--- config.mk ---
export PLATFORM = sky130hd
export DESIGN_NAME = subtour_component_finder_unit
export DESIGN_NICKNAME = d
export VERILOG_FILES = /design/src/scf_pkg.sv /design/src/scf_front.sv /design/src/scf_back.sv /design/src/subtour_component_finder_unit.sv
export SDC_FILE = /design/constraint.sdc
export NUM_CORES = 2
export LEC_CHECK = 0
export ABC_AREA = 0
export BUFFER_PORTS_ARGS = -buffer_cell sky130_fd_sc_hd__buf_2
export CORE_AREA = 2 2 372 411
export DETAILED_ROUTE_END_ITERATION = 6
export DIE_AREA = 0 0 374 413
export SYNTH_ARGS = -nofsm -noshare
export SYNTH_HDL_FRONTEND = slang
export SYNTH_SLANG_ARGS = --single-unit
--- constraint.sdc ---
create_clock -name clk_i -period 23.9 [get_ports clk_i]
set_input_delay 1.195 -clock clk_i [delete_from_list [all_inputs] [get_ports clk_i]]
set_output_delay 1.195 -clock clk_i [all_outputs]
set_load 0.02 [all_outputs]
--- src/scf_pkg.sv ---
`timescale 1ns / 1ps
// ----------------------------------------------------------------------------
// scf_pkg: shared types and constants of the subtour component finder
// Payload structs, configuration register indexes and result kind codes.
// ----------------------------------------------------------------------------
package scf_pkg;

  localparam int MAX_NODES_DEF  = 32;
  localparam int NODE_IDX_W     = 5;   // row, col and node fields
  localparam int WEIGHT_W       = 16;
  localparam int NODE_COUNT_W   = 6;
  localparam int COMP_ID_W      = 4;
  localparam int COMP_CNT_W     = 5;
  localparam int CFG_IDX_W      = 1;
  localparam int CFG_DATA_W     = 16;
  localparam int CMD_FIFO_DEPTH = 2;

  localparam logic [NODE_COUNT_W-1:0] NODE_COUNT_RST     = 6'd32;
  localparam logic [WEIGHT_W-1:0]     EDGE_THRESHOLD_RST = 16'd0;

  localparam logic [CFG_IDX_W-1:0] REG_NODE_COUNT     = 1'd0;
  localparam logic [CFG_IDX_W-1:0] REG_EDGE_THRESHOLD = 1'd1;

  localparam logic KIND_MEMBER = 1'b0;
  localparam logic KIND_DONE   = 1'b1;

  typedef struct packed {
    logic [NODE_IDX_W-1:0] row;
    logic [NODE_IDX_W-1:0] col;
    logic [WEIGHT_W-1:0]   weight;
    logic                  last_entry;
  } in_item_t;

  typedef struct packed {
    logic                  kind;
    logic [COMP_ID_W-1:0]  component_id;
    logic [NODE_IDX_W-1:0] node;
    logic                  end_of_component;
    logic [COMP_CNT_W-1:0] component_total;
    logic                  last;
  } out_item_t;

  // Classified matrix entry handed from front to back.
  typedef struct packed {
    logic [NODE_IDX_W-1:0] row;
    logic [NODE_IDX_W-1:0] col;
    logic                  edge_bit;
    logic                  keep;
    logic                  last_entry;
  } cmd_t;

endpackage

--- src/scf_front.sv ---
`timescale 1ns / 1ps
// ----------------------------------------------------------------------------
// scf_front: entry intake and classification
// Thresholds each matrix entry, range checks its indexes and queues the
// classified entry for the search engine.
// ----------------------------------------------------------------------------
module scf_front #(
  parameter int MAX_NODES = scf_pkg::MAX_NODES_DEF
) (
  input  logic                          clk_i,
  input  logic                          rst_ni,
  input  logic [scf_pkg::WEIGHT_W-1:0]  edge_threshold_i,
  input  logic                          in_valid_i,
  output logic                          in_stall_o,
  input  scf_pkg::in_item_t             in_data_i,
  output logic                          cmd_valid_o,
  input  logic                          cmd_pop_i,
  output scf_pkg::cmd_t                 cmd_o
);
  import scf_pkg::*;

  localparam int PTR_W = (CMD_FIFO_DEPTH > 1) ? $clog2(CMD_FIFO_DEPTH) : 1;
  localparam int CNT_W = $clog2(CMD_FIFO_DEPTH + 1);

  cmd_t             fifo_q [CMD_FIFO_DEPTH];
  logic [PTR_W-1:0] wr_ptr_q, wr_ptr_d;
  logic [PTR_W-1:0] rd_ptr_q, rd_ptr_d;
  logic [CNT_W-1:0] count_q, count_d;
  logic             push;
  cmd_t             cls;

  always_comb begin
    cls.row        = in_data_i.row;
    cls.col        = in_data_i.col;
    cls.edge_bit   = (in_data_i.weight > edge_threshold_i);
    cls.keep       = (int'(in_data_i.row) < MAX_NODES) && (int'(in_data_i.col) < MAX_NODES);
    cls.last_entry = in_data_i.last_entry;
  end

  assign in_stall_o  = (count_q == CNT_W'(CMD_FIFO_DEPTH));
  assign push        = in_valid_i && !in_stall_o;
  assign cmd_valid_o = (count_q != '0);
  assign cmd_o       = fifo_q[rd_ptr_q];

  always_comb begin
    wr_ptr_d = wr_ptr_q;
    rd_ptr_d = rd_ptr_q;
    count_d  = count_q;
    if (push) begin
      wr_ptr_d = (wr_ptr_q == PTR_W'(CMD_FIFO_DEPTH - 1)) ? '0 : wr_ptr_q + 1'b1;
    end
    if (cmd_pop_i) begin
      rd_ptr_d = (rd_ptr_q == PTR_W'(CMD_FIFO_DEPTH - 1)) ? '0 : rd_ptr_q + 1'b1;
    end
    if (push && !cmd_pop_i) begin
      count_d = count_q + 1'b1;
    end else if (!push && cmd_pop_i) begin
      count_d = count_q - 1'b1;
    end
  end

  always_ff @(posedge clk_i or negedge rst_ni) begin
    if (!rst_ni) begin
      wr_ptr_q <= '0;
      rd_ptr_q <= '0;
      count_q  <= '0;
    end else begin
      wr_ptr_q <= wr_ptr_d;
      rd_ptr_q <= rd_ptr_d;
      count_q  <= count_d;
    end
  end

  always_ff @(posedge clk_i) begin
    if (push) begin
      fifo_q[wr_ptr_q] <= cls;
    end
  end

endmodule

--- src/scf_back.sv ---
`timescale 1ns / 1ps
// ----------------------------------------------------------------------------
// scf_back: edge store and breadth-first component search
// Writes classified entries into the edge bit matrix, runs the search on the
// final entry and streams members and the done item through an output reg.
// ----------------------------------------------------------------------------
module scf_back #(
  parameter int MAX_NODES = scf_pkg::MAX_NODES_DEF
) (
  input  logic                             clk_i,
  input  logic                             rst_ni,
  input  logic [scf_pkg::NODE_COUNT_W-1:0] node_count_i,
  input  logic                             cmd_valid_i,
  output logic                             cmd_pop_o,
  input  scf_pkg::cmd_t                    cmd_i,
  output logic                             out_valid_o,
  input  logic                             out_stall_i,
  output scf_pkg::out_item_t               out_data_o
);
  import scf_pkg::*;

  localparam int NW = (MAX_NODES > 1) ? $clog2(MAX_NODES) : 1;
  localparam int CW = $clog2(MAX_NODES + 1);

  typedef enum logic [8:0] {
    ST_IDLE    = 9'b000000001,
    ST_SEEK    = 9'b000000010,
    ST_FETCH   = 9'b000000100,
    ST_ROW     = 9'b000001000,
    ST_LOAD    = 9'b000010000,
    ST_SCAN    = 9'b000100000,
    ST_EMIT_RD = 9'b001000000,
    ST_EMIT    = 9'b010000000,
    ST_DONE    = 9'b100000000
  } state_e;

  state_e                state_q, state_d;
  logic [CW-1:0]         start_q, start_d;
  logic [CW-1:0]         head_q, head_d;
  logic [CW-1:0]         tail_q, tail_d;
  logic [CW-1:0]         idx_q, idx_d;
  logic [MAX_NODES-1:0]  visited_q, visited_d;
  logic [COMP_CNT_W-1:0] comp_cnt_q, comp_cnt_d;
  logic [MAX_NODES-1:0]  cand_q, cand_d;
  logic                  out_valid_q, out_valid_d;
  out_item_t             out_q, out_d;

  // edge bit matrix and visiting-order queue
  logic [MAX_NODES-1:0]  edge_mem [MAX_NODES];
  logic [MAX_NODES-1:0]  edge_rd_q;
  logic                  edge_we, edge_re;
  logic [NW-1:0]         node_mem [MAX_NODES];
  logic [NW-1:0]         qrd_q;
  logic                  q_we, q_re;
  logic [NW-1:0]         q_waddr, q_raddr, q_wdata;

  logic [CW-1:0]         n_cnt;
  logic [MAX_NODES-1:0]  nmask;
  logic [NW-1:0]         low_idx;
  logic                  out_free;
  logic                  eoc;

  // clamp node count into 2..MAX_NODES
  always_comb begin
    if (int'(node_count_i) < 2) begin
      n_cnt = CW'(2);
    end else if (int'(node_count_i) > MAX_NODES) begin
      n_cnt = CW'(MAX_NODES);
    end else begin
      n_cnt = CW'(node_count_i);
    end
  end

  always_comb begin
    for (int i = 0; i < MAX_NODES; i++) begin
      nmask[i] = (i < int'(n_cnt));
    end
  end

  // lowest pending neighbor, which the model visits first
  always_comb begin
    low_idx = '0;
    for (int i = MAX_NODES - 1; i >= 0; i--) begin
      if (cand_q[i]) begin
        low_idx = NW'(i);
      end
    end
  end

  assign out_free  = !out_valid_q || !out_stall_i;
  assign eoc       = ((idx_q + 1'b1) == tail_q);
  assign cmd_pop_o = cmd_valid_i && (state_q == ST_IDLE);
  assign edge_we   = cmd_pop_o && cmd_i.keep;

  always_comb begin
    state_d     = state_q;
    start_d     = start_q;
    head_d      = head_q;
    tail_d      = tail_q;
    idx_d       = idx_q;
    visited_d   = visited_q;
    comp_cnt_d  = comp_cnt_q;
    cand_d      = cand_q;
    out_d       = out_q;
    out_valid_d = out_valid_q && out_stall_i;
    edge_re     = 1'b0;
    q_we        = 1'b0;
    q_re        = 1'b0;
    q_waddr     = tail_q[NW-1:0];
    q_wdata     = low_idx;
    q_raddr     = head_q[NW-1:0];

    case (state_q)
      ST_IDLE: begin
        if (cmd_pop_o && cmd_i.last_entry) begin
          start_d    = '0;
          visited_d  = '0;
          comp_cnt_d = '0;
          state_d    = ST_SEEK;
        end
      end
      ST_SEEK: begin
        if (start_q >= n_cnt) begin
          state_d = ST_DONE;
        end else if (visited_q[start_q[NW-1:0]]) begin
          start_d = start_q + 1'b1;
        end else begin
          visited_d[start_q[NW-1:0]] = 1'b1;
          q_we    = 1'b1;
          q_waddr = '0;
          q_wdata = start_q[NW-1:0];
          head_d  = '0;
          tail_d  = CW'(1);
          state_d = ST_FETCH;
        end
      end
      ST_FETCH: begin
        if (head_q == tail_q) begin
          // component complete; singletons and the full graph end the search
          if (tail_q == CW'(1) || tail_q == n_cnt) begin
            state_d = ST_DONE;
          end else begin
            idx_d   = '0;
            state_d = ST_EMIT_RD;
          end
        end else begin
          q_re    = 1'b1;
          state_d = ST_ROW;
        end
      end
      ST_ROW: begin
        edge_re = 1'b1;
        state_d = ST_LOAD;
      end
      ST_LOAD: begin
        cand_d  = edge_rd_q & ~visited_q & nmask;
        state_d = ST_SCAN;
      end
      ST_SCAN: begin
        if (cand_q == '0) begin
          head_d  = head_q + 1'b1;
          state_d = ST_FETCH;
        end else begin
          q_we               = 1'b1;
          tail_d             = tail_q + 1'b1;
          visited_d[low_idx] = 1'b1;
          cand_d[low_idx]    = 1'b0;
        end
      end
      ST_EMIT_RD: begin
        q_re    = 1'b1;
        q_raddr = idx_q[NW-1:0];
        state_d = ST_EMIT;
      end
      ST_EMIT: begin
        if (out_free) begin
          out_valid_d            = 1'b1;
          out_d.kind             = KIND_MEMBER;
          out_d.component_id     = comp_cnt_q[COMP_ID_W-1:0];
          out_d.node             = NODE_IDX_W'(qrd_q);
          out_d.end_of_component = eoc;
          out_d.component_total  = '0;
          out_d.last             = 1'b0;
          if (eoc) begin
            comp_cnt_d = comp_cnt_q + 1'b1;
            state_d    = ST_SEEK;
          end else begin
            idx_d   = idx_q + 1'b1;
            state_d = ST_EMIT_RD;
          end
        end
      end
      ST_DONE: begin
        if (out_free) begin
          out_valid_d            = 1'b1;
          out_d.kind             = KIND_DONE;
          out_d.component_id     = '0;
          out_d.node             = '0;
          out_d.end_of_component = 1'b0;
          out_d.component_total  = comp_cnt_q;
          out_d.last             = 1'b1;
          state_d                = ST_IDLE;
        end
      end
      default: begin
        state_d = ST_IDLE;
      end
    endcase
  end

  always_ff @(posedge clk_i or negedge rst_ni) begin
    if (!rst_ni) begin
      state_q     <= ST_IDLE;
      start_q     <= '0;
      head_q      <= '0;
      tail_q      <= '0;
      idx_q       <= '0;
      visited_q   <= '0;
      comp_cnt_q  <= '0;
      out_valid_q <= 1'b0;
    end else begin
      state_q     <= state_d;
      start_q     <= start_d;
      head_q      <= head_d;
      tail_q      <= tail_d;
      idx_q       <= idx_d;
      visited_q   <= visited_d;
      comp_cnt_q  <= comp_cnt_d;
      out_valid_q <= out_valid_d;
    end
  end

  always_ff @(posedge clk_i) begin
    cand_q <= cand_d;
    out_q  <= out_d;
  end

  always_ff @(posedge clk_i) begin
    if (edge_we) begin
      edge_mem[NW'(cmd_i.row)][NW'(cmd_i.col)] <= cmd_i.edge_bit;
    end
    if (edge_re) begin
      edge_rd_q <= edge_mem[qrd_q];
    end
  end

  always_ff @(posedge clk_i) begin
    if (q_we) begin
      node_mem[q_waddr] <= q_wdata;
    end
    if (q_re) begin
      qrd_q <= node_mem[q_raddr];
    end
  end

  assign out_valid_o = out_valid_q;
  assign out_data_o  = out_q;

endmodule

--- src/subtour_component_finder_unit.sv ---
`timescale 1ns / 1ps
// ----------------------------------------------------------------------------
// subtour_component_finder_unit: connected component finder over a
// thresholded weight matrix
// Loads matrix entries, then emits breadth-first components and a done item.
// ----------------------------------------------------------------------------
// Matrix entries are taken one per cycle while the queue has room: a two-deep
// queue sits between the intake stage and the search engine, and the engine
// writes one edge bit per cycle while idle. The entry marked last_entry starts
// the search. While the search runs, up to two more entries are taken into the
// queue and wait there, and further entries stall. The search takes a seek
// step per start index tried; per node dequeued it fetches the node, reads its
// edge row, loads the unvisited neighbors and scans them, queueing each
// neighbor discovered; each member emitted takes a queue read and an output
// step, and a last step sends the done item. Output stalls add to this.
// Results leave through an output register, so the engine keeps searching
// while a result waits to be taken and holds only once its next result is
// ready.
module subtour_component_finder_unit #(
  parameter int MAX_NODES = scf_pkg::MAX_NODES_DEF
) (
  input  logic                           clk_i,
  input  logic                           rst_ni,
  input  logic                           cfg_we_i,
  input  logic [scf_pkg::CFG_IDX_W-1:0]  cfg_idx_i,
  input  logic [scf_pkg::CFG_DATA_W-1:0] cfg_data_i,
  input  logic                           in_valid_i,
  output logic                           in_stall_o,
  input  scf_pkg::in_item_t              in_data_i,
  output logic                           out_valid_o,
  input  logic                           out_stall_i,
  output scf_pkg::out_item_t             out_data_o
);
  import scf_pkg::*;

  logic [NODE_COUNT_W-1:0] node_count_q;
  logic [WEIGHT_W-1:0]     edge_threshold_q;
  logic                    cmd_valid;
  logic                    cmd_pop;
  cmd_t                    cmd;

  always_ff @(posedge clk_i or negedge rst_ni) begin
    if (!rst_ni) begin
      node_count_q     <= NODE_COUNT_RST;
      edge_threshold_q <= EDGE_THRESHOLD_RST;
    end else if (cfg_we_i) begin
      case (cfg_idx_i)
        REG_NODE_COUNT:     node_count_q     <= cfg_data_i[NODE_COUNT_W-1:0];
        REG_EDGE_THRESHOLD: edge_threshold_q <= cfg_data_i[WEIGHT_W-1:0];
        default: ;
      endcase
    end
  end

  scf_front #(
    .MAX_NODES(MAX_NODES)
  ) u_front (
    .clk_i           (clk_i),
    .rst_ni          (rst_ni),
    .edge_threshold_i(edge_threshold_q),
    .in_valid_i      (in_valid_i),
    .in_stall_o      (in_stall_o),
    .in_data_i       (in_data_i),
    .cmd_valid_o     (cmd_valid),
    .cmd_pop_i       (cmd_pop),
    .cmd_o           (cmd)
  );

  scf_back #(
    .MAX_NODES(MAX_NODES)
  ) u_back (
    .clk_i       (clk_i),
    .rst_ni      (rst_ni),
    .node_count_i(node_count_q),
    .cmd_valid_i (cmd_valid),
    .cmd_pop_o   (cmd_pop),
    .cmd_i       (cmd),
    .out_valid_o (out_valid_o),
    .out_stall_i (out_stall_i),
    .out_data_o  (out_data_o)
  );

endmodule

==> impl_metrics.env <==
export IMPL_status="complete, no violations"
export IMPL_place_congestion=0.916
export IMPL_dp_hpwl_mm=93.1
export IMPL_drtPass1Iterations=6
export IMPL_io_pins=68
export IMPL_wl_mm=163
export IMPL_final_layout_size_suffix_gt1_share_pct=19.2
export IMPL_p_per_area_nw_per_um2=88.8
export IMPL_critPathArrivalTime_ns=4.87
export IMPL_syn_cell_area_um2=61300
export IMPL_std_cell_rows=150
export IMPL_post_cts_resized=0
export IMPL_final_hold_viol_count=0
export IMPL_drc=0
export IMPL_clock_latency_ns=0.80
export IMPL_final_cell_area_um2=68100
export IMPL_numPortBuffers=67
export IMPL_clock_sinks=1390
export IMPL_start_kind="register"
export IMPL_fin_tns_setup_ns=0
export IMPL_swShare_pct=27.9
export IMPL_p_sw_mw=1.68
export IMPL_met2_length_mm=82.5
export IMPL_floorplan_die_area_um2=154000
export IMPL_drt_iter0_markers=4099
export IMPL_ys_types=87
export IMPL_tightest_slew_ns=1.45
export IMPL_synthFlopType="edfxtp_1"
export IMPL_fin_util_pct=45.2
export IMPL_irDropWorstVdd_v=0.000109
export IMPL_cts_hold_buf=0
export IMPL_cts_buffers=144
export IMPL_yosys_warnings=0
export IMPL_placed_cell_area_um2=63600
export IMPL_path_max_fanout=174
export IMPL_avgViaCountPerCell=5.78
export IMPL_antenna_left=0
export IMPL_ys_seq_area_share_pct=67.3
export IMPL_crit_reg2reg_capture="u_back.edge_mem[24][10]"
export IMPL_first_global_vias=36201
export IMPL_clkTransAtPathRegs_ns=0.06
export IMPL_dp_slack_ns=19.55
export IMPL_antenna_found_initial=6
export IMPL_grt_overflow_total=0
export IMPL_drv_cap=0
export IMPL_area_growth_pct=11.0
export IMPL_die_w_um=374
export IMPL_highest_layer="met5"
export IMPL_crit_type="register to register"
export IMPL_min_period_ns=4.40
export IMPL_total_leakage_power_nw=20.9
export IMPL_synth_cells=4231
export IMPL_crit_path_end_kind="register"
export IMPL_wl_met3_mm=10.1
export IMPL_initial_core_util_pct=40.7
export IMPL_finalNonFillerCells=6268
export IMPL_post_cts_buffers=0
export IMPL_die_h_um=413
export IMPL_cts_tree="done"
export IMPL_syn_area_per_cell_um2=14.5
export IMPL_synth_seq_cells=1390
export IMPL_drt_met1_wl_mm=65.3
export IMPL_rrSetupSlack_ns=19.50
export IMPL_skew_ns=0.0280
export IMPL_hold_class="input port to async pin"
export IMPL_setup_ws_ns=19.50
export IMPL_finalSetupViolCount=0
export IMPL_combPwrFrac_pct=14.2
export IMPL_clock_path_buffers=3
export IMPL_fp_coreArea_um2=151000
export IMPL_synth_edff_count=1293
export IMPL_async_flop_share_pct=6.98
export IMPL_finalNetCount=4259
export IMPL_fmax_ghz=0.227
export IMPL_slew_viol_final=0
export IMPL_fin_crit_sh_pct=18.4
export IMPL_grt_max_degree=317
export IMPL_dp_cells=6008
export IMPL_rsz0062_at_grt="no"
export IMPL_cts_htree_levels=4
export IMPL_required_ns=24.37
export IMPL_worstRegToRegCells=4
export IMPL_synth_fp_nets=4312
export IMPL_reg2reg_from="u_front.rd_ptr_q"
export IMPL_num_vias=36224
export IMPL_cts_root_buf="clkbuf_16"
export IMPL_grt_pass1_wl_mm=240
export IMPL_track_usage_pct=21.0
export IMPL_internal_power_mw=4.36
export IMPL_relSlewSlack_pct=3.56
export IMPL_pwr_share_clk_pct=36.1
export IMPL_pwr_share_seq_pct=49.7
export IMPL_wire_per_inst_um=26.0
-- worst max-delay path by stage --
| stage | from | endpoint | slack (ns) | cells past startpoint |
|---|---|---|---|---|
| 2_1_floorplan | u_front.rd_ptr_q | u_back.edge_mem[0][0] | 14.46 | 3 |
| 3_3_place_gp | node_count_q[2] | u_back.node_mem[4][1] | 19.66 | 8 |
| 3_5_place_dp | u_front.rd_ptr_q | u_back.edge_mem[31][27] | 19.55 | 4 |
| 4_1_cts | u_front.rd_ptr_q | u_back.edge_mem[24][10] | 19.56 | 4 |
| 5_1_grt | u_front.rd_ptr_q | u_back.edge_mem[24][10] | 19.19 | 4 |
| 6_report | u_front.rd_ptr_q | u_back.edge_mem[24][10] | 19.50 | 4 |
-- layout make-up --
| class | count | area (um^2) |
|---|---|---|
| clock buffer | 177 | 3760 |
| tap | 1976 | 2470 |
| inverter | 56 | 210 |
| clock inverter | 82 | 766 |
| multi-input combinational | 2445 | 18700 |
| sequential | 1390 | 41300 |
| antenna | 1 | 2.50 |
| fill | 13328 | 82600 |
| timing repair buffer | 141 | 931 |
-- routing by layer --
layer	up-vias	track usage [%]
li1	15658	-
met1	18960	27.0
met2	1293	36.5
met3	305	3.50
met4	8	6.42
met5	-	0
-- through the flow --
step	total power, mW	hold slack [ns]
2_1_floorplan	3.67	0.458
5_1_grt	6.24	0.405
3_3_place_gp	3.89	0.487
3_5_place_dp	3.91	0.487
4_1_cts	6.07	0.373
6_report	6.04	0.395
-- layout by cell type, fill, tap and decap left out, types with 14 or more instances in the layout --
cell type  instances
a211oi_1          17
a21o_1            14
a21oi_1           40
a311oi_1          14
a31oi_1           14
and2_1            19
buf_2             66
buf_4             72
clkbuf_1          30
clkbuf_16        144
clkinv_1          34
clkinv_2          22
dfrtp_1           95
edfxtp_1        1293
ha_1              32
inv_1             56
mux2_2            60
mux2i_1           51
mux4_2           338
nand2_1          152
nand2_2           32
nand2b_1          23
nand3_1           25
nand4_1           21
nor2_1          1198
nor2b_1           19
nor3_1            49
o21ai_0           33
o22ai_1           24
xnor2_1           20
-- registers in the layout, indices dropped and copies added (netlist names) --
name,cells
edge_threshold_q,16
node_count_q,6
u_back.cand_q,32
u_back.comp_cnt_q,5
u_back.edge_mem,1024
u_back.edge_rd_q,32
u_back.head_q,6
u_back.idx_q,6
u_back.node_mem,160
u_back.out_data_o,16
u_back.out_valid_o,1
u_back.qrd_q,5
u_back.start_q,6
u_back.state_q,9
u_back.tail_q,6
u_back.visited_q,32
u_front.count_q,2
u_front.fifo_q,24
u_front.rd_ptr_q,1
u_front.wr_ptr_q,1
-- cells by family (layout without fill, tap and decap cells) --
logic type	after synthesis	in the layout	share of synthesized area, %
buf+inv	396	456	2.52
mux	453	453	14.4
flops	1390	1390	67.3
compound gates	266	266	3.14
other cells	0	1	0
fa+ha+maj	32	32	0.653
simple gates	1659	1659	11.4
xor+xnor	35	35	0.567
-- cell usage after synthesis, drive strengths merged, types with 20 or more instances --
cell,n,area [um^2]
edfxtp,1293,38800
nor2,1203,4530
mux4,338,7610
clkbuf,287,1080
nand2,184,691
dfrtp,95,2380
mux2,62,702
inv,56,210
nor3,54,302
buf,53,258
mux2i,53,531
o21ai,42,210
a21oi,41,205
ha,32,400
nand3,25,125
o22ai,24,150
nand2b,23,144
nand4,22,153
xnor2,20,175
-- power groups by stage --
| stage | logic (mW) | registers [mW] | clock network (mW) |
|---|---|---|---|
| final | 0.859 | 3.00 | 2.18 |
| after global routing | 0.921 | 3.01 | 2.31 |
| after CTS | 0.860 | 3.00 | 2.21 |
| after detailed placement | 0.859 | 3.05 | 0 |
| after global placement | 0.843 | 3.05 | 0 |
| after floorplan | 0.515 | 3.15 | 0 |
-- worst max-delay path, cell delays in order, from the launching register on --
cell and delay (ns):
dfrtp_1 0.40, mux2_8 0.82, buf_4 0.92, buf_4 0.87, buf_4 0.78
Note: power is estimated with default switching activity, not from simulation.
